File: src/sv/kvt_pkg.sv
// Package for the key/value text to record encoder.
// Types, codes and constants shared by the controller, datapath and top level.
// No dependencies.
`default_nettype none

package kvt_pkg;

    // Input item kinds; kind 3 carries no meaning and is ignored
    localparam logic [1:0] KIND_START = 2'd0;
    localparam logic [1:0] KIND_BYTE  = 2'd1;
    localparam logic [1:0] KIND_END   = 2'd2;

    // Result status codes
    localparam logic [2:0] ST_OK        = 3'd0;
    localparam logic [2:0] ST_EMPTY_KEY = 3'd1;
    localparam logic [2:0] ST_KEY_LONG  = 3'd2;
    localparam logic [2:0] ST_NO_SEP    = 3'd3;
    localparam logic [2:0] ST_VAL_LONG  = 3'd4;

    // Characters
    localparam logic [7:0] CH_BLANK_MAX = 8'h20;
    localparam logic [7:0] CH_NEWLINE   = 8'h0A;
    localparam logic [7:0] CH_HASH      = 8'h23;
    localparam logic [7:0] CH_EQUAL     = 8'h3D;
    localparam logic [7:0] CH_COLON     = 8'h3A;

    // Header bytes 00 50 4D FF, lane 0 in the low byte
    localparam logic [31:0] MAGIC_WORD   = 32'hFF4D5000;
    localparam logic [4:0]  MAGIC_BYTES  = 5'd4;

    // Field stores and output packing
    localparam int          STORE_DEPTH  = 256;
    localparam int          STORE_AW     = 8;
    localparam int          LANES        = 16;
    localparam logic [15:0] SHOWN_MAX    = 16'hFFFF;

    // Line parse phase
    typedef enum logic [2:0] {
        PH_IDLE,
        PH_LINE,
        PH_COMMENT,
        PH_KEY,
        PH_VLEAD,
        PH_VALUE
    } t_phase;

    // What an accepted input item does
    typedef enum logic [2:0] {
        EV_NONE,
        EV_BYTE,
        EV_SKIP,
        EV_START,
        EV_ERROR,
        EV_RECORD
    } t_event;

    // Section of the record being read out
    typedef enum logic [2:0] {
        SEC_KLEN,
        SEC_VLEN,
        SEC_KEY,
        SEC_VAL,
        SEC_TERM
    } t_sec;

    // Controller states
    typedef enum logic [2:0] {
        S_IDLE,
        S_ONE,
        S_FETCH,
        S_PACK,
        S_PUSH
    } t_state;

    // Controller to datapath
    typedef struct packed {
        logic take;   // input transaction this cycle
        logic one;    // load the single header or error item
        logic pack;   // pack the fetched record byte
        logic push;   // load the packed item into the output register
    } t_cmd;

    // Datapath to controller
    typedef struct packed {
        t_event ev;       // classification of the offered input item
        logic   out_free; // output register can take an item
        logic   pk_last;  // byte in hand is the last one of the record
        logic   pk_full;  // byte in hand fills the last lane
        logic   done;     // record fully packed
    } t_stat;

endpackage

`default_nettype wire

File: src/sv/kvt_in_if.sv
// Input channel: valid/ready handshake with kind and text byte.
// No dependencies.
`default_nettype none

interface kvt_in_if;
    logic       valid;
    logic       ready;
    logic [1:0] kind;
    logic [7:0] text_byte;

    modport source (output valid, output kind, output text_byte, input ready);
    modport sink   (input valid, input kind, input text_byte, output ready);
endinterface

`default_nettype wire

File: src/sv/kvt_out_if.sv
// Output channel: valid/ready handshake with one 16-byte result item.
// No dependencies.
`default_nettype none

interface kvt_out_if;
    logic        valid;
    logic        ready;
    logic [63:0] data_low;
    logic [63:0] data_high;
    logic [4:0]  byte_count;
    logic        last;
    logic [2:0]  status;
    logic [15:0] line_number;

    modport source (output valid, output data_low, output data_high, output byte_count,
                    output last, output status, output line_number, input ready);
    modport sink   (input valid, input data_low, input data_high, input byte_count,
                    input last, input status, input line_number, output ready);
endinterface

`default_nettype wire

File: src/sv/kvt_ram.sv
// Generic single write port, single read port RAM with registered read.
// No dependencies.
`default_nettype none

module kvt_ram #(
    parameter int WIDTH = 8,
    parameter int DEPTH = 256
) (
    input  wire logic                     i_clk,
    input  wire logic                     i_wr_en,
    input  wire logic [$clog2(DEPTH)-1:0] i_wr_addr,
    input  wire logic [WIDTH-1:0]         i_wr_data,
    input  wire logic [$clog2(DEPTH)-1:0] i_rd_addr,
    output logic      [WIDTH-1:0]         o_rd_data
);

    logic [WIDTH-1:0] r_mem [DEPTH];

    always_ff @(posedge i_clk) begin
        if (i_wr_en) begin
            r_mem[i_wr_addr] <= i_wr_data;
        end
        o_rd_data <= r_mem[i_rd_addr];
    end

endmodule

`default_nettype wire

File: src/sv/kvt_ctrl.sv
// Controller state machine: input handshake and sequencing of result items.
// Depends on kvt_pkg.
`default_nettype none

module kvt_ctrl
    import kvt_pkg::*;
(
    input  wire logic  i_clk,
    input  wire logic  i_rst_n,
    input  wire logic  i_in_valid,
    output logic       o_in_ready,
    input  wire t_stat i_stat,
    output t_cmd       o_cmd
);

    t_state r_state;
    t_state n_state;

    // State register
    always_ff @(posedge i_clk) begin
        if (!i_rst_n) begin
            r_state <= S_IDLE;
        end else begin
            r_state <= n_state;
        end
    end

    // Next state
    always_comb begin
        n_state = r_state;
        case (r_state)
            S_IDLE: begin
                if (i_in_valid) begin
                    if (i_stat.ev == EV_START || i_stat.ev == EV_ERROR) begin
                        n_state = S_ONE;
                    end else if (i_stat.ev == EV_RECORD) begin
                        n_state = S_FETCH;
                    end
                end
            end
            S_ONE: begin
                if (i_stat.out_free) begin
                    n_state = S_IDLE;
                end
            end
            S_FETCH: begin
                n_state = S_PACK;
            end
            S_PACK: begin
                if (i_stat.pk_last || i_stat.pk_full) begin
                    n_state = S_PUSH;
                end else begin
                    n_state = S_FETCH;
                end
            end
            S_PUSH: begin
                if (i_stat.out_free) begin
                    n_state = i_stat.done ? S_IDLE : S_FETCH;
                end
            end
            default: begin
                n_state = S_IDLE;
            end
        endcase
    end

    // Outputs
    always_comb begin
        o_in_ready = 1'b0;
        o_cmd      = '0;
        case (r_state)
            S_IDLE: begin
                o_in_ready = 1'b1;
                o_cmd.take = i_in_valid;
            end
            S_ONE: begin
                o_cmd.one = i_stat.out_free;
            end
            S_PACK: begin
                o_cmd.pack = 1'b1;
            end
            S_PUSH: begin
                o_cmd.push = i_stat.out_free;
            end
            default: begin
                o_cmd = '0;
            end
        endcase
    end

endmodule

`default_nettype wire

File: src/sv/kvt_dp.sv
// Datapath: line parsing, key and value stores, record packing, output register.
// Depends on kvt_pkg and kvt_ram.
`default_nettype none

module kvt_dp
    import kvt_pkg::*;
#(
    parameter int MAX_FIELD_LEN   = 255,
    parameter int LINE_COUNT_BITS = 16
) (
    input  wire logic        i_clk,
    input  wire logic        i_rst_n,
    input  wire t_cmd        i_cmd,
    output t_stat            o_stat,
    input  wire logic [1:0]  i_kind,
    input  wire logic [7:0]  i_text_byte,
    output logic             o_out_valid,
    input  wire logic        i_out_ready,
    output logic [63:0]      o_data_low,
    output logic [63:0]      o_data_high,
    output logic [4:0]       o_byte_count,
    output logic             o_last,
    output logic [2:0]       o_status,
    output logic [15:0]      o_line_number
);

    localparam logic [8:0] MAX_LEN = 9'(MAX_FIELD_LEN);
    localparam logic [8:0] OVF_LEN = 9'(MAX_FIELD_LEN + 1);

    // Line state
    t_phase                     r_phase, n_phase;
    logic [8:0]                 r_kcount, n_kcount;
    logic [8:0]                 r_kpend, n_kpend;
    logic [8:0]                 r_vcount, n_vcount;
    logic [8:0]                 r_vpend, n_vpend;
    logic [1:0]                 r_ovf, n_ovf;
    logic [LINE_COUNT_BITS-1:0] r_line, n_line;
    logic [2:0]                 r_one_status, n_one_status;

    // Record readout
    logic                       r_term, n_term;
    t_sec                       r_sec, n_sec;
    logic [8:0]                 r_idx, n_idx;
    logic                       r_done, n_done;
    logic [LANES-1:0][7:0]      r_pack, n_pack;
    logic [4:0]                 r_fill, n_fill;

    // Output register
    logic                       r_ov;
    logic [127:0]               r_odata;
    logic [4:0]                 r_ocount;
    logic                       r_olast;
    logic [2:0]                 r_ostatus;
    logic [15:0]                r_oline;

    logic [2:0]                 w_fin_st;
    logic                       w_fin_skip;
    t_event                     w_ev;
    logic                       w_blank;
    logic                       w_sep;
    logic                       w_is_val;
    logic [8:0]                 w_pos;
    logic                       w_room;
    logic                       w_add;
    logic                       w_wr_key;
    logic                       w_wr_val;
    logic [7:0]                 w_key_rd;
    logic [7:0]                 w_val_rd;
    logic [7:0]                 w_byte;
    logic                       w_pk_last;
    logic [8:0]                 w_idx_inc;
    logic [31:0]                w_line_ext;
    logic [15:0]                w_shown;
    logic                       w_out_free;

    // Field stores
    kvt_ram #(.WIDTH(8), .DEPTH(STORE_DEPTH)) u_key_ram (
        .i_clk     (i_clk),
        .i_wr_en   (w_wr_key),
        .i_wr_addr (w_pos[STORE_AW-1:0]),
        .i_wr_data (i_text_byte),
        .i_rd_addr (r_idx[STORE_AW-1:0]),
        .o_rd_data (w_key_rd)
    );

    kvt_ram #(.WIDTH(8), .DEPTH(STORE_DEPTH)) u_val_ram (
        .i_clk     (i_clk),
        .i_wr_en   (w_wr_val),
        .i_wr_addr (w_pos[STORE_AW-1:0]),
        .i_wr_data (i_text_byte),
        .i_rd_addr (r_idx[STORE_AW-1:0]),
        .o_rd_data (w_val_rd)
    );

    // Line end outcome: status, or skip for blank and comment lines
    always_comb begin
        w_fin_st   = ST_OK;
        w_fin_skip = 1'b0;
        case (r_phase)
            PH_KEY: begin
                w_fin_st = r_ovf[0] ? ST_KEY_LONG : ST_NO_SEP;
            end
            PH_VLEAD, PH_VALUE: begin
                if (r_kcount == 9'd0) begin
                    w_fin_st = ST_EMPTY_KEY;
                end else if (r_ovf[0]) begin
                    w_fin_st = ST_KEY_LONG;
                end else if (r_ovf[1]) begin
                    w_fin_st = ST_VAL_LONG;
                end
            end
            default: begin
                w_fin_skip = 1'b1;
            end
        endcase
    end

    // Classify the offered input item
    always_comb begin
        w_ev = EV_NONE;
        if (i_kind == KIND_START) begin
            w_ev = EV_START;
        end else if (r_phase != PH_IDLE && i_kind == KIND_END) begin
            w_ev = (w_fin_st != ST_OK) ? EV_ERROR : EV_RECORD;
        end else if (r_phase != PH_IDLE && i_kind == KIND_BYTE) begin
            if (i_text_byte == CH_NEWLINE) begin
                if (w_fin_st != ST_OK) begin
                    w_ev = EV_ERROR;
                end else begin
                    w_ev = w_fin_skip ? EV_SKIP : EV_RECORD;
                end
            end else begin
                w_ev = EV_BYTE;
            end
        end
    end

    // Field append: trailing blanks held pending until a non-blank arrives
    assign w_blank  = (i_text_byte <= CH_BLANK_MAX);
    assign w_sep    = (i_text_byte == CH_EQUAL) || (i_text_byte == CH_COLON);
    assign w_is_val = (r_phase == PH_VLEAD) || (r_phase == PH_VALUE);
    assign w_pos    = w_is_val ? (r_vcount + r_vpend) : (r_kcount + r_kpend);
    assign w_room   = (w_pos < MAX_LEN);

    always_comb begin
        w_add = 1'b0;
        case (r_phase)
            PH_LINE:  w_add = !w_blank && (i_text_byte != CH_HASH) && !w_sep;
            PH_KEY:   w_add = !w_sep;
            PH_VLEAD: w_add = !w_blank;
            PH_VALUE: w_add = 1'b1;
            default:  w_add = 1'b0;
        endcase
    end

    assign w_wr_key = i_cmd.take && (w_ev == EV_BYTE) && w_add && !w_is_val && w_room;
    assign w_wr_val = i_cmd.take && (w_ev == EV_BYTE) && w_add && w_is_val && w_room;

    // Line state update
    always_comb begin
        n_phase      = r_phase;
        n_kcount     = r_kcount;
        n_kpend      = r_kpend;
        n_vcount     = r_vcount;
        n_vpend      = r_vpend;
        n_ovf        = r_ovf;
        n_line       = r_line;
        n_one_status = r_one_status;
        if (i_cmd.take) begin
            case (w_ev)
                EV_START: begin
                    n_kcount     = '0;
                    n_kpend      = '0;
                    n_vcount     = '0;
                    n_vpend      = '0;
                    n_ovf        = '0;
                    n_line       = LINE_COUNT_BITS'(1);
                    n_phase      = PH_LINE;
                    n_one_status = ST_OK;
                end
                EV_ERROR: begin
                    n_one_status = w_fin_st;
                    n_phase      = PH_IDLE;
                end
                EV_SKIP: begin
                    n_kcount = '0;
                    n_kpend  = '0;
                    n_vcount = '0;
                    n_vpend  = '0;
                    n_ovf    = '0;
                    n_phase  = PH_LINE;
                    if (r_line != '1) begin
                        n_line = r_line + LINE_COUNT_BITS'(1);
                    end
                end
                EV_BYTE: begin
                    // phase moves
                    case (r_phase)
                        PH_LINE: begin
                            if (!w_blank) begin
                                if (i_text_byte == CH_HASH) begin
                                    n_phase = PH_COMMENT;
                                end else if (w_sep) begin
                                    n_phase = PH_VLEAD;
                                end else begin
                                    n_phase = PH_KEY;
                                end
                            end
                        end
                        PH_KEY: begin
                            if (w_sep) begin
                                n_kpend = '0;
                                n_phase = PH_VLEAD;
                            end
                        end
                        PH_VLEAD: begin
                            if (!w_blank) begin
                                n_phase = PH_VALUE;
                            end
                        end
                        default: begin
                            n_phase = r_phase;
                        end
                    endcase
                    // count and pending blank updates
                    if (w_add) begin
                        if (w_blank) begin
                            if (w_room) begin
                                if (w_is_val) n_vpend = r_vpend + 9'd1;
                                else          n_kpend = r_kpend + 9'd1;
                            end
                        end else if (w_is_val) begin
                            n_vpend  = '0;
                            n_vcount = w_room ? (w_pos + 9'd1) : OVF_LEN;
                            if (!w_room) n_ovf[1] = 1'b1;
                        end else begin
                            n_kpend  = '0;
                            n_kcount = w_room ? (w_pos + 9'd1) : OVF_LEN;
                            if (!w_room) n_ovf[0] = 1'b1;
                        end
                    end
                end
                default: begin
                    n_phase = r_phase;
                end
            endcase
        end else if (i_cmd.push && r_done) begin
            // record fully delivered: close the line
            if (r_term) begin
                n_phase = PH_IDLE;
            end else begin
                n_kcount = '0;
                n_kpend  = '0;
                n_vcount = '0;
                n_vpend  = '0;
                n_ovf    = '0;
                n_phase  = PH_LINE;
                if (r_line != '1) begin
                    n_line = r_line + LINE_COUNT_BITS'(1);
                end
            end
        end
    end

    // Current record byte
    always_comb begin
        case (r_sec)
            SEC_KLEN: w_byte = r_kcount[7:0];
            SEC_VLEN: w_byte = r_vcount[7:0];
            SEC_KEY:  w_byte = w_key_rd;
            SEC_VAL:  w_byte = w_val_rd;
            default:  w_byte = 8'h00;
        endcase
    end

    assign w_idx_inc = r_idx + 9'd1;

    always_comb begin
        case (r_sec)
            SEC_VLEN: w_pk_last = (r_kcount == 9'd0) && (r_vcount == 9'd0) && !r_term;
            SEC_KEY:  w_pk_last = (w_idx_inc == r_kcount) && (r_vcount == 9'd0) && !r_term;
            SEC_VAL:  w_pk_last = (w_idx_inc == r_vcount) && !r_term;
            SEC_TERM: w_pk_last = 1'b1;
            default:  w_pk_last = 1'b0;
        endcase
    end

    // Record readout and lane packing
    always_comb begin
        n_term = r_term;
        n_sec  = r_sec;
        n_idx  = r_idx;
        n_done = r_done;
        n_pack = r_pack;
        n_fill = r_fill;
        if (i_cmd.take && w_ev == EV_RECORD) begin
            n_term = (i_kind == KIND_END);
            n_sec  = w_fin_skip ? SEC_TERM : SEC_KLEN;
            n_idx  = '0;
            n_done = 1'b0;
            n_pack = '0;
            n_fill = '0;
        end else if (i_cmd.pack) begin
            n_pack[r_fill[3:0]] = w_byte;
            n_fill = r_fill + 5'd1;
            n_done = w_pk_last;
            case (r_sec)
                SEC_KLEN: begin
                    n_sec = SEC_VLEN;
                end
                SEC_VLEN: begin
                    n_idx = '0;
                    if (r_kcount != 9'd0)      n_sec = SEC_KEY;
                    else if (r_vcount != 9'd0) n_sec = SEC_VAL;
                    else                       n_sec = SEC_TERM;
                end
                SEC_KEY: begin
                    if (w_idx_inc < r_kcount) begin
                        n_idx = w_idx_inc;
                    end else begin
                        n_idx = '0;
                        n_sec = (r_vcount != 9'd0) ? SEC_VAL : SEC_TERM;
                    end
                end
                SEC_VAL: begin
                    if (w_idx_inc < r_vcount) begin
                        n_idx = w_idx_inc;
                    end else begin
                        n_sec = SEC_TERM;
                    end
                end
                default: begin
                    n_sec = SEC_TERM;
                end
            endcase
        end else if (i_cmd.push) begin
            n_pack = '0;
            n_fill = '0;
        end
    end

    // Line number as shown on result items
    assign w_line_ext = 32'(r_line);
    assign w_shown    = (w_line_ext > 32'(SHOWN_MAX)) ? SHOWN_MAX : w_line_ext[15:0];
    assign w_out_free = !r_ov || i_out_ready;

    // Control registers
    always_ff @(posedge i_clk) begin
        if (!i_rst_n) begin
            r_phase  <= PH_IDLE;
            r_kcount <= '0;
            r_kpend  <= '0;
            r_vcount <= '0;
            r_vpend  <= '0;
            r_ovf    <= '0;
            r_line   <= LINE_COUNT_BITS'(1);
            r_sec    <= SEC_KLEN;
            r_idx    <= '0;
            r_done   <= 1'b0;
            r_term   <= 1'b0;
            r_fill   <= '0;
            r_pack   <= '0;
            r_ov     <= 1'b0;
        end else begin
            r_phase  <= n_phase;
            r_kcount <= n_kcount;
            r_kpend  <= n_kpend;
            r_vcount <= n_vcount;
            r_vpend  <= n_vpend;
            r_ovf    <= n_ovf;
            r_line   <= n_line;
            r_sec    <= n_sec;
            r_idx    <= n_idx;
            r_done   <= n_done;
            r_term   <= n_term;
            r_fill   <= n_fill;
            r_pack   <= n_pack;
            if (i_cmd.one || i_cmd.push) begin
                r_ov <= 1'b1;
            end else if (i_out_ready) begin
                r_ov <= 1'b0;
            end
        end
    end

    // Payload registers
    always_ff @(posedge i_clk) begin
        r_one_status <= n_one_status;
        if (i_cmd.one) begin
            r_odata   <= (r_one_status == ST_OK) ? 128'(MAGIC_WORD) : '0;
            r_ocount  <= (r_one_status == ST_OK) ? MAGIC_BYTES : 5'd0;
            r_olast   <= 1'b1;
            r_ostatus <= r_one_status;
            r_oline   <= w_shown;
        end else if (i_cmd.push) begin
            r_odata   <= r_pack;
            r_ocount  <= r_fill;
            r_olast   <= r_done;
            r_ostatus <= ST_OK;
            r_oline   <= w_shown;
        end
    end

    assign o_out_valid   = r_ov;
    assign o_data_low    = r_odata[63:0];
    assign o_data_high   = r_odata[127:64];
    assign o_byte_count  = r_ocount;
    assign o_last        = r_olast;
    assign o_status      = r_ostatus;
    assign o_line_number = r_oline;

    always_comb begin
        o_stat.ev       = w_ev;
        o_stat.out_free = w_out_free;
        o_stat.pk_last  = w_pk_last;
        o_stat.pk_full  = (r_fill == 5'(LANES - 1));
        o_stat.done     = r_done;
    end

endmodule

`default_nettype wire

File: src/sv/keyvalue_text_to_tlv_encoder_top.sv
// Key/value text to length-prefixed record encoder, top level.
//
// Input channel i_in: one transaction per text item (kind 0 start, 1 text
// byte, 2 end, 3 ignored). Output channel o_out: result items of up to 16
// bytes, lane 0 in the low byte of data_low, with byte_count, last, status
// and line_number.
// Text bytes that do not end a line are taken one per cycle with no result.
// A start gives the 4-byte header item, a failing line one error item; each
// is loaded into the output register from state S_ONE once that register is free.
// A line end or end of text with a record reads the key and value stores
// out byte by byte, each byte through S_FETCH (registered RAM read) and then
// S_PACK (lane packing); each item of up to 16 bytes then leaves via S_PUSH.
// No new input is taken during that readout.
// After an error the block ignores everything but a start.
// Reset (synchronous, active low) returns to idle waiting for a start; the
// field stores are not cleared.
// A stalled receiver holds the output register; the readout waits for it,
// while text bytes keep being taken as long as they produce no result.
// Depends on kvt_pkg, kvt_in_if, kvt_out_if, kvt_ctrl, kvt_dp, kvt_ram.
`default_nettype none

module keyvalue_text_to_tlv_encoder_top
    import kvt_pkg::*;
#(
    parameter int MAX_FIELD_LEN   = 255,
    parameter int LINE_COUNT_BITS = 16
) (
    input  wire logic  i_clk,
    input  wire logic  i_rst_n,
    kvt_in_if.sink     i_in,
    kvt_out_if.source  o_out
);

    t_cmd  w_cmd;
    t_stat w_stat;

    // Sequencing
    kvt_ctrl u_ctrl (
        .i_clk      (i_clk),
        .i_rst_n    (i_rst_n),
        .i_in_valid (i_in.valid),
        .o_in_ready (i_in.ready),
        .i_stat     (w_stat),
        .o_cmd      (w_cmd)
    );

    // Parsing, storage and packing
    kvt_dp #(
        .MAX_FIELD_LEN   (MAX_FIELD_LEN),
        .LINE_COUNT_BITS (LINE_COUNT_BITS)
    ) u_dp (
        .i_clk         (i_clk),
        .i_rst_n       (i_rst_n),
        .i_cmd         (w_cmd),
        .o_stat        (w_stat),
        .i_kind        (i_in.kind),
        .i_text_byte   (i_in.text_byte),
        .o_out_valid   (o_out.valid),
        .i_out_ready   (o_out.ready),
        .o_data_low    (o_out.data_low),
        .o_data_high   (o_out.data_high),
        .o_byte_count  (o_out.byte_count),
        .o_last        (o_out.last),
        .o_status      (o_out.status),
        .o_line_number (o_out.line_number)
    );

endmodule

`default_nettype wire

File: src/flat_wrapper.sv
// flat-port wrapper written by rule: the top's interface ports become plain ports
module keyvalue_text_to_tlv_encoder_top_flat import kvt_pkg::*;
#(
    parameter int MAX_FIELD_LEN   = 255,
    parameter int LINE_COUNT_BITS = 16
)
  (i_clk, i_rst_n, i_in_valid, i_in_kind, i_in_text_byte, i_in_ready, o_out_valid, o_out_data_low, o_out_data_high, o_out_byte_count, o_out_last, o_out_status, o_out_line_number, o_out_ready);
  kvt_in_if i_in_i ();
  kvt_out_if o_out_i ();
  input  wire logic i_clk;
  input  wire logic i_rst_n;
  input wire logic [$bits(i_in_i.valid)-1:0] i_in_valid;
  input wire logic [$bits(i_in_i.kind)-1:0] i_in_kind;
  input wire logic [$bits(i_in_i.text_byte)-1:0] i_in_text_byte;
  output wire logic [$bits(i_in_i.ready)-1:0] i_in_ready;
  output wire logic [$bits(o_out_i.valid)-1:0] o_out_valid;
  output wire logic [$bits(o_out_i.data_low)-1:0] o_out_data_low;
  output wire logic [$bits(o_out_i.data_high)-1:0] o_out_data_high;
  output wire logic [$bits(o_out_i.byte_count)-1:0] o_out_byte_count;
  output wire logic [$bits(o_out_i.last)-1:0] o_out_last;
  output wire logic [$bits(o_out_i.status)-1:0] o_out_status;
  output wire logic [$bits(o_out_i.line_number)-1:0] o_out_line_number;
  input wire logic [$bits(o_out_i.ready)-1:0] o_out_ready;
  assign i_in_i.valid = i_in_valid;
  assign i_in_i.kind = i_in_kind;
  assign i_in_i.text_byte = i_in_text_byte;
  assign i_in_ready = i_in_i.ready;
  assign o_out_valid = o_out_i.valid;
  assign o_out_data_low = o_out_i.data_low;
  assign o_out_data_high = o_out_i.data_high;
  assign o_out_byte_count = o_out_i.byte_count;
  assign o_out_last = o_out_i.last;
  assign o_out_status = o_out_i.status;
  assign o_out_line_number = o_out_i.line_number;
  assign o_out_i.ready = o_out_ready;
  keyvalue_text_to_tlv_encoder_top #(.MAX_FIELD_LEN(MAX_FIELD_LEN), .LINE_COUNT_BITS(LINE_COUNT_BITS)) u_core (.i_clk(i_clk), .i_rst_n(i_rst_n), .i_in(i_in_i), .o_out(o_out_i));
endmodule
File: config.mk
export PLATFORM = sky130hd
export DESIGN_NAME = keyvalue_text_to_tlv_encoder_top_flat
export DESIGN_NICKNAME = d
export VERILOG_FILES = /design/src/sv/kvt_pkg.sv /design/src/sv/kvt_in_if.sv /design/src/sv/kvt_out_if.sv /design/src/sv/kvt_ram.sv /design/src/sv/kvt_ctrl.sv /design/src/sv/kvt_dp.sv /design/src/sv/keyvalue_text_to_tlv_encoder_top.sv /design/src/flat_wrapper.sv
export SDC_FILE = /design/constraint.sdc
export NUM_CORES = 2
export LEC_CHECK = 0
export BUFFER_PORTS_ARGS = -buffer_cell sky130_fd_sc_hd__clkbuf_2
export CAP_MARGIN = 20
export CORE_MARGIN = 2
export CORE_UTILIZATION = 55
export DETAILED_ROUTE_END_ITERATION = 6
export GPL_ROUTABILITY_DRIVEN = 0
export PLACE_DENSITY_LB_ADDON = 0.15
export SLEW_MARGIN = 20
export SYNTH_ARGS = -nofsm -noshare
export SYNTH_HDL_FRONTEND = slang
export SYNTH_HIERARCHICAL = 1
export SYNTH_SLANG_ARGS = --single-unit
File: constraint.sdc
create_clock -name i_clk -period 4.8 [get_ports i_clk]
set_input_delay 0.48 -clock i_clk [delete_from_list [all_inputs] [get_ports i_clk]]
set_output_delay 0.48 -clock i_clk [all_outputs]
set_load 0.02 [all_outputs]
* Word level (Yosys, flattened, before mapping)
Memory sizes are Yosys's and may differ from the RTL's. A register that Yosys moved wholly into a read port is not among the register bits. Cells that the tools add are included.
Word-level totals: flip-flop bits (word level) 364, RAM bits 4096, input port bits 14, logic and storage cells 286, memories 2
Memory list:
- u_core.u_dp.u_key_ram.r_mem | depth 256, width 8, read ports 1, clocked after memory_dff 1, wr ports 1, line kvt_ram.sv:17 | logic [WIDTH-1:0] r_mem [DEPTH];
- u_core.u_dp.u_val_ram.r_mem | depth 256, width 8, read ports 1, clocked after memory_dff 1, wr ports 1, line kvt_ram.sv:17
Operators by class: add/subtract/negate cells 8, order comparisons 7, equality and inequality tests 51, muxes and demuxes 118, bitwise operators 1, reduce and logical (&&, ||, !) cells 62
Operators by type and width (number):
- $mux W128 | 4
- $mux W9 | 28
- $bwmux W128 | 1
- $mux W16 | 7
- $mux W3 | 32
- $pmux W9 S2 | 4
- $add A9 B1 Y9 const B | 4
- $demux W8 S4 | 1
- $mux W32 | 1
- $pmux W16 S2 | 1
- $pmux W8 S4 | 1
- $pmux W9 S3 | 1
- $eq A8 B6 Y1 const B | 3
- $ne A3 B3 Y1 const B | 8
- $ne A4 B4 Y1 const B | 6
- $eq A3 B2 Y1 const B | 7
- $reduce_and A7 Y1 | 3
- $mux W5 | 4
- $add A9 B9 Y9 | 2
- $eq A3 B3 Y1 const B | 6
- $eq A9 B9 Y1 | 2
- $logic_and A1 B1 Y1 | 18
- $logic_not A9 Y1 | 2
- $lt A9 B9 Y1 | 2
- other kinds (42) | 99

* Logic depth before layout (Yosys ltp)
depth after elaboration 17, gate-level depth with buffers 17, depth with buffers taken out 16

* Hierarchy
Netlist, hierarchy kept.
By module, submodules not included:
- kvt_ram | times used 2, cells an instance 3733, area each 79556.3 µm², sequential area each 61659.1 µm²
- kvt_dp | times used 1, cells an instance 1716, area each 16500.8 µm², sequential area each 8778.4 µm²
- kvt_ctrl | times used 1, cells an instance 32, area each 271.5 µm², sequential area each 60.1 µm²

* Worst setup path before layout
No wires, ideal clock.
path type input port to flip-flop, from in o_out_ready, to reg u_core.u_dp.r_ocount[0] (netlist: u_core/u_dp/o_byte_count[0]), enable pin, library setup time 0.504 ns, arrival time 4.597 ns, data required time 4.296 ns, setup slack -0.301 ns, stages 8, path buffers 3, cells stage by stage nand2b_1 > buf_4 > nand2_1 > nor3_1 > clkbuf_1 > clkbuf_1 > nor2_1 > inv_1
RTL lines:
- from (decl) | line flat_wrapper.sv:23 | input wire logic [$bits(o_out_i.ready)-1:0] o_out_ready;
- to (signal assigned) | line kvt_dp.sv:391 | r_ocount <= (r_one_status == ST_OK) ? MAGIC_BYTES : 5'd0;
- to (signal assigned) | line kvt_dp.sv:397 | r_ocount <= r_fill;
- to (decl) | line kvt_dp.sv:51 | logic [4:0] r_ocount;

* Worst setup path in the final report
from reg u_core.u_dp.r_kcount[1], to mem u_core.u_dp.u_val_ram.r_mem[136][6], enable pin
Between the ends: elaborated cells between the ends (all ways) 20, those cells by class add/sub (1); order compare (1); eq/ne (1); mux (11); reduce/logical (6)
RTL lines:
- from (decl) | line kvt_dp.sv:32 | logic [8:0] r_kcount, n_kcount;
- from (signal assigned) | line kvt_dp.sv:366 | r_kcount <= n_kcount;
- $add A9 B9 Y9 * | line kvt_dp.sv:142 | assign w_pos = w_is_val ? (r_vcount + r_vpend) : (r_kcount + r_kpend);
- $mux W9 * | line kvt_dp.sv:142
- net u_core.u_dp.w_pos[5] | line kvt_dp.sv:62 | logic [8:0] w_pos;
- $lt A9 B8 Y1 | line kvt_dp.sv:143 | assign w_room = (w_pos < MAX_LEN);
- $logic_and A1 B1 Y1 | line kvt_dp.sv:157 | assign w_wr_val = i_cmd.take && (w_ev == EV_BYTE) && w_add && w_is_val && w_room;
- $mux W1 | line kvt_ram.sv:20 | if (i_wr_en) begin
- $mux W1 (not written as such) | line kvt_ram.sv:21 | r_mem[i_wr_addr] <= i_wr_data;
- to (decl) | line kvt_ram.sv:17
The timed path passes the listed nets; every way through them passes the cells marked *.

==> reports/metrics.csv <==
metric,value,unit
run_status,"finished, violations left",
violations,design-rule violations,
routed_wl,456000,µm
grt_max_degree,166,
placement_rows,207,
top_layer_used,met5,
finalSetupViolCount,0,
cts_tree,built,
cts_inserted_buffers,441,
cts_root_buf,clkbuf_16,
ios,169,
critical_path_class,register to register,
grt_pass1_vias,93515,
htree_levels,5,
timing.slew.headroom,24.6,%
overflow,0,
wl_per_cell,30.9,µm
track_usage,27.9,%
synth_ff_type,edfxtp_1,
nets,10259,
path_cells,ha_1 > a211oi_2 > o21bai_1 > a211o_1 > nand3_1 > nand2_1 > buf_4 > nor2_1 > nand2_1 > nor2_1 > buf_4,
cts.path.max_buffers,4,
tns,0,ns
crit_arrival,5.42,ns
hold_path.class,input pin to register,
p_leak,63.0,nW
crit_fanout,11,
finalMaxSlewViolations,0,
final_common_cell,edfxtp_1,
final_cell_mix,"4251 x edfxtp_1, 916 x mux4_2, 897 x buf_4, 890 x nor2_1, 450 x clkbuf_16",
m1WireLength,184000,µm
routed_via_density,6.45,
fp.coreArea,318000,µm²
min_period,4.77,ns
yosysWarnings,6,
dieWidth,570,µm
dr_wl_met3,46200,µm
skew,0.0618,ns
slowest_stage,nor2_1,
hold_violations,0,
power_density,387,nW/µm²
synthArstFlopShare,0,%
max_cap_viol_count,0,
io_buffers,168,
route.met2.wl,212000,µm
syn_area,176000,µm²
fin_crit_sh,99.4,%
cts.sinks,4476,
route.detailed.drc,1,
rsz0062_at_grt,no,
postRouteAntennaNets,0,
start_util,55.3,%
clk_pin_slew_worst_paths,0.06,ns
antenna_found_initial,24,
synth_edf_count,4251,
yosysSeqAreaShare,75.1,%
cp.required,5.45,ns
dp_cells,13922,
area_delta_synth_final,14.2,%
insertion_delay,0.98,ns
die_area,324000,µm²
syn_avg_cell_area,19.1,µm²
die_h,570,µm
drt_first_pass_iters,7,
fmax,210,MHz
worst_pin_slew,1.13,ns
final_cells,14764,
grt_pass1_wl,658000,µm
ir_worst_vdd,326,µV
ys_ff_latch,4476,
netlist_instances,9214,
hpwl,290000,µm
start_kind,register,
max_stage_delay,0.72,ns
drt_iter0_markers,12959,
drive_gt1_share,26.1,%
synth_fp_nets,9274,
dr_total_vias,95178,
crit_path_end_kind,register,
ys_types,109,
## critical path: cells and delay by family, from the launching register on
family                     cells  cell delay, ns
AOI/OAI and AO/OA              3            0.81
adders and majority gates      1            0.28
buffers and inverters          2            0.66
DFF                            1            0.45
and+or+nand+nor                5            2.24
## layer usage
layer	track usage, %	vias up
met3	5.81	672
met4	7.80	10
met2	42.9	5107
met5	0	-
met1	40.9	49814
li1	-	39575
## registers in the layout (all words and copies together), names as in the netlist, 8 cells and up
name / count
u_core/u_dp/o_line_number: 16
u_core/u_dp/r_idx: 9
u_core/u_dp/r_kcount: 9
u_core/u_dp/r_kpend: 9
u_core/u_dp/r_line: 16
u_core/u_dp/r_odata: 128
u_core/u_dp/r_pack: 128
u_core/u_dp/r_vcount: 9
u_core/u_dp/r_vpend: 9
u_core/u_dp/u_key_ram/o_rd_data: 8
u_core/u_dp/u_key_ram/r_mem: 2048
u_core/u_dp/u_val_ram/o_rd_data: 8
u_core/u_dp/u_val_ram/r_mem: 2048
## cells in the mapped netlist (76+ instances only)
cell type	n	area (µm²)
edfxtp_1	4251	128000
clkbuf_1	311	1170
mux4_2	916	20600
buf_2	76	380
a31oi_1	147	920
a22oi_1	267	2000
nand3_1	122	611
o221ai_1	93	815
dfxtp_1	225	4500
mux2i_1	276	2760
a21oi_1	243	1220
nand2_1	141	529
nor2b_1	189	1180
nor2_1	896	3360
## power by group
group	internal (mW)	switching [mW]	total, mW
clock	19.4	14.6	34.0
sequential	42.7	0.0241	42.7
combinational	0.126	0.850	0.976
## area by class of cell
type,instances,area (µm²)
Inverter,69,263
Sequential cell,4476,132000
Timing Repair Buffer,1123,8700
Tap cell,4180,5230
Fill cell,21882,117000
Clock buffer,535,11700
Multi-Input combinational cell,4088,40200
Clock inverter,286,2610
Antenna cell,7,17.5
## path summary, 6_finish.rpt
path	from	end	slack (ns)	cells past startpoint
worst min-delay path	i_in_kind[1]	u_core/u_dp/r_line[10]	0.1	5
worst max register to register	u_core/u_dp/r_kcount[1]	u_core/u_dp/u_val_ram/r_mem[136][6]	0.03	11
worst max-delay path	u_core/u_dp/r_kcount[1]	u_core/u_dp/u_val_ram/r_mem[136][6]	0.03	11
worst min register to register	u_core/u_dp/r_line[9]	u_core/u_dp/o_line_number[9]	0.47	0
## timing repair
item	CTS	global route
hold endpoints to repair	51	0
endpoints found under the setup margin	0	0
buffers inserted	0	0
resized for setup	0	0
hold buffers	11	0
## kinds of logic (layout without fill, tap and decap cells)
group                    count (synthesis)  count (layout)  share of synthesized area, %
buffers and inverters                  650            2013                          2.06
other                                    0               7                             0
multiplexers                          1200            1200                          13.4
adder cells (fa/ha/maj)                 46              46                         0.336
AND/OR/NAND/NOR                       1667            1667                          4.41
AO/OA/AOI/OAI                         1141            1141                          4.48
flip-flops                            4476            4476                          75.1
XOR/XNOR                                34              34                         0.180
## metrics by stage
stage	setup slack [ns]	hold slack (ns)	power, mW	instance area, µm²	utilization, %
2_1_floorplan	0.641	0.423	43.7	176000	-
3_3_place_gp	0.374	0.448	44.5	186000	58.6
3_5_place_dp	0.293	0.460	44.5	186000	58.6
4_1_cts	0.222	0.0240	78.3	201000	63.1
5_1_grt	0.0250	0.115	79.8	201000	63.2
6_report	0.0298	0.0962	77.7	201000	63.2
No activity file was read; power rests on OpenSTA's default activity.
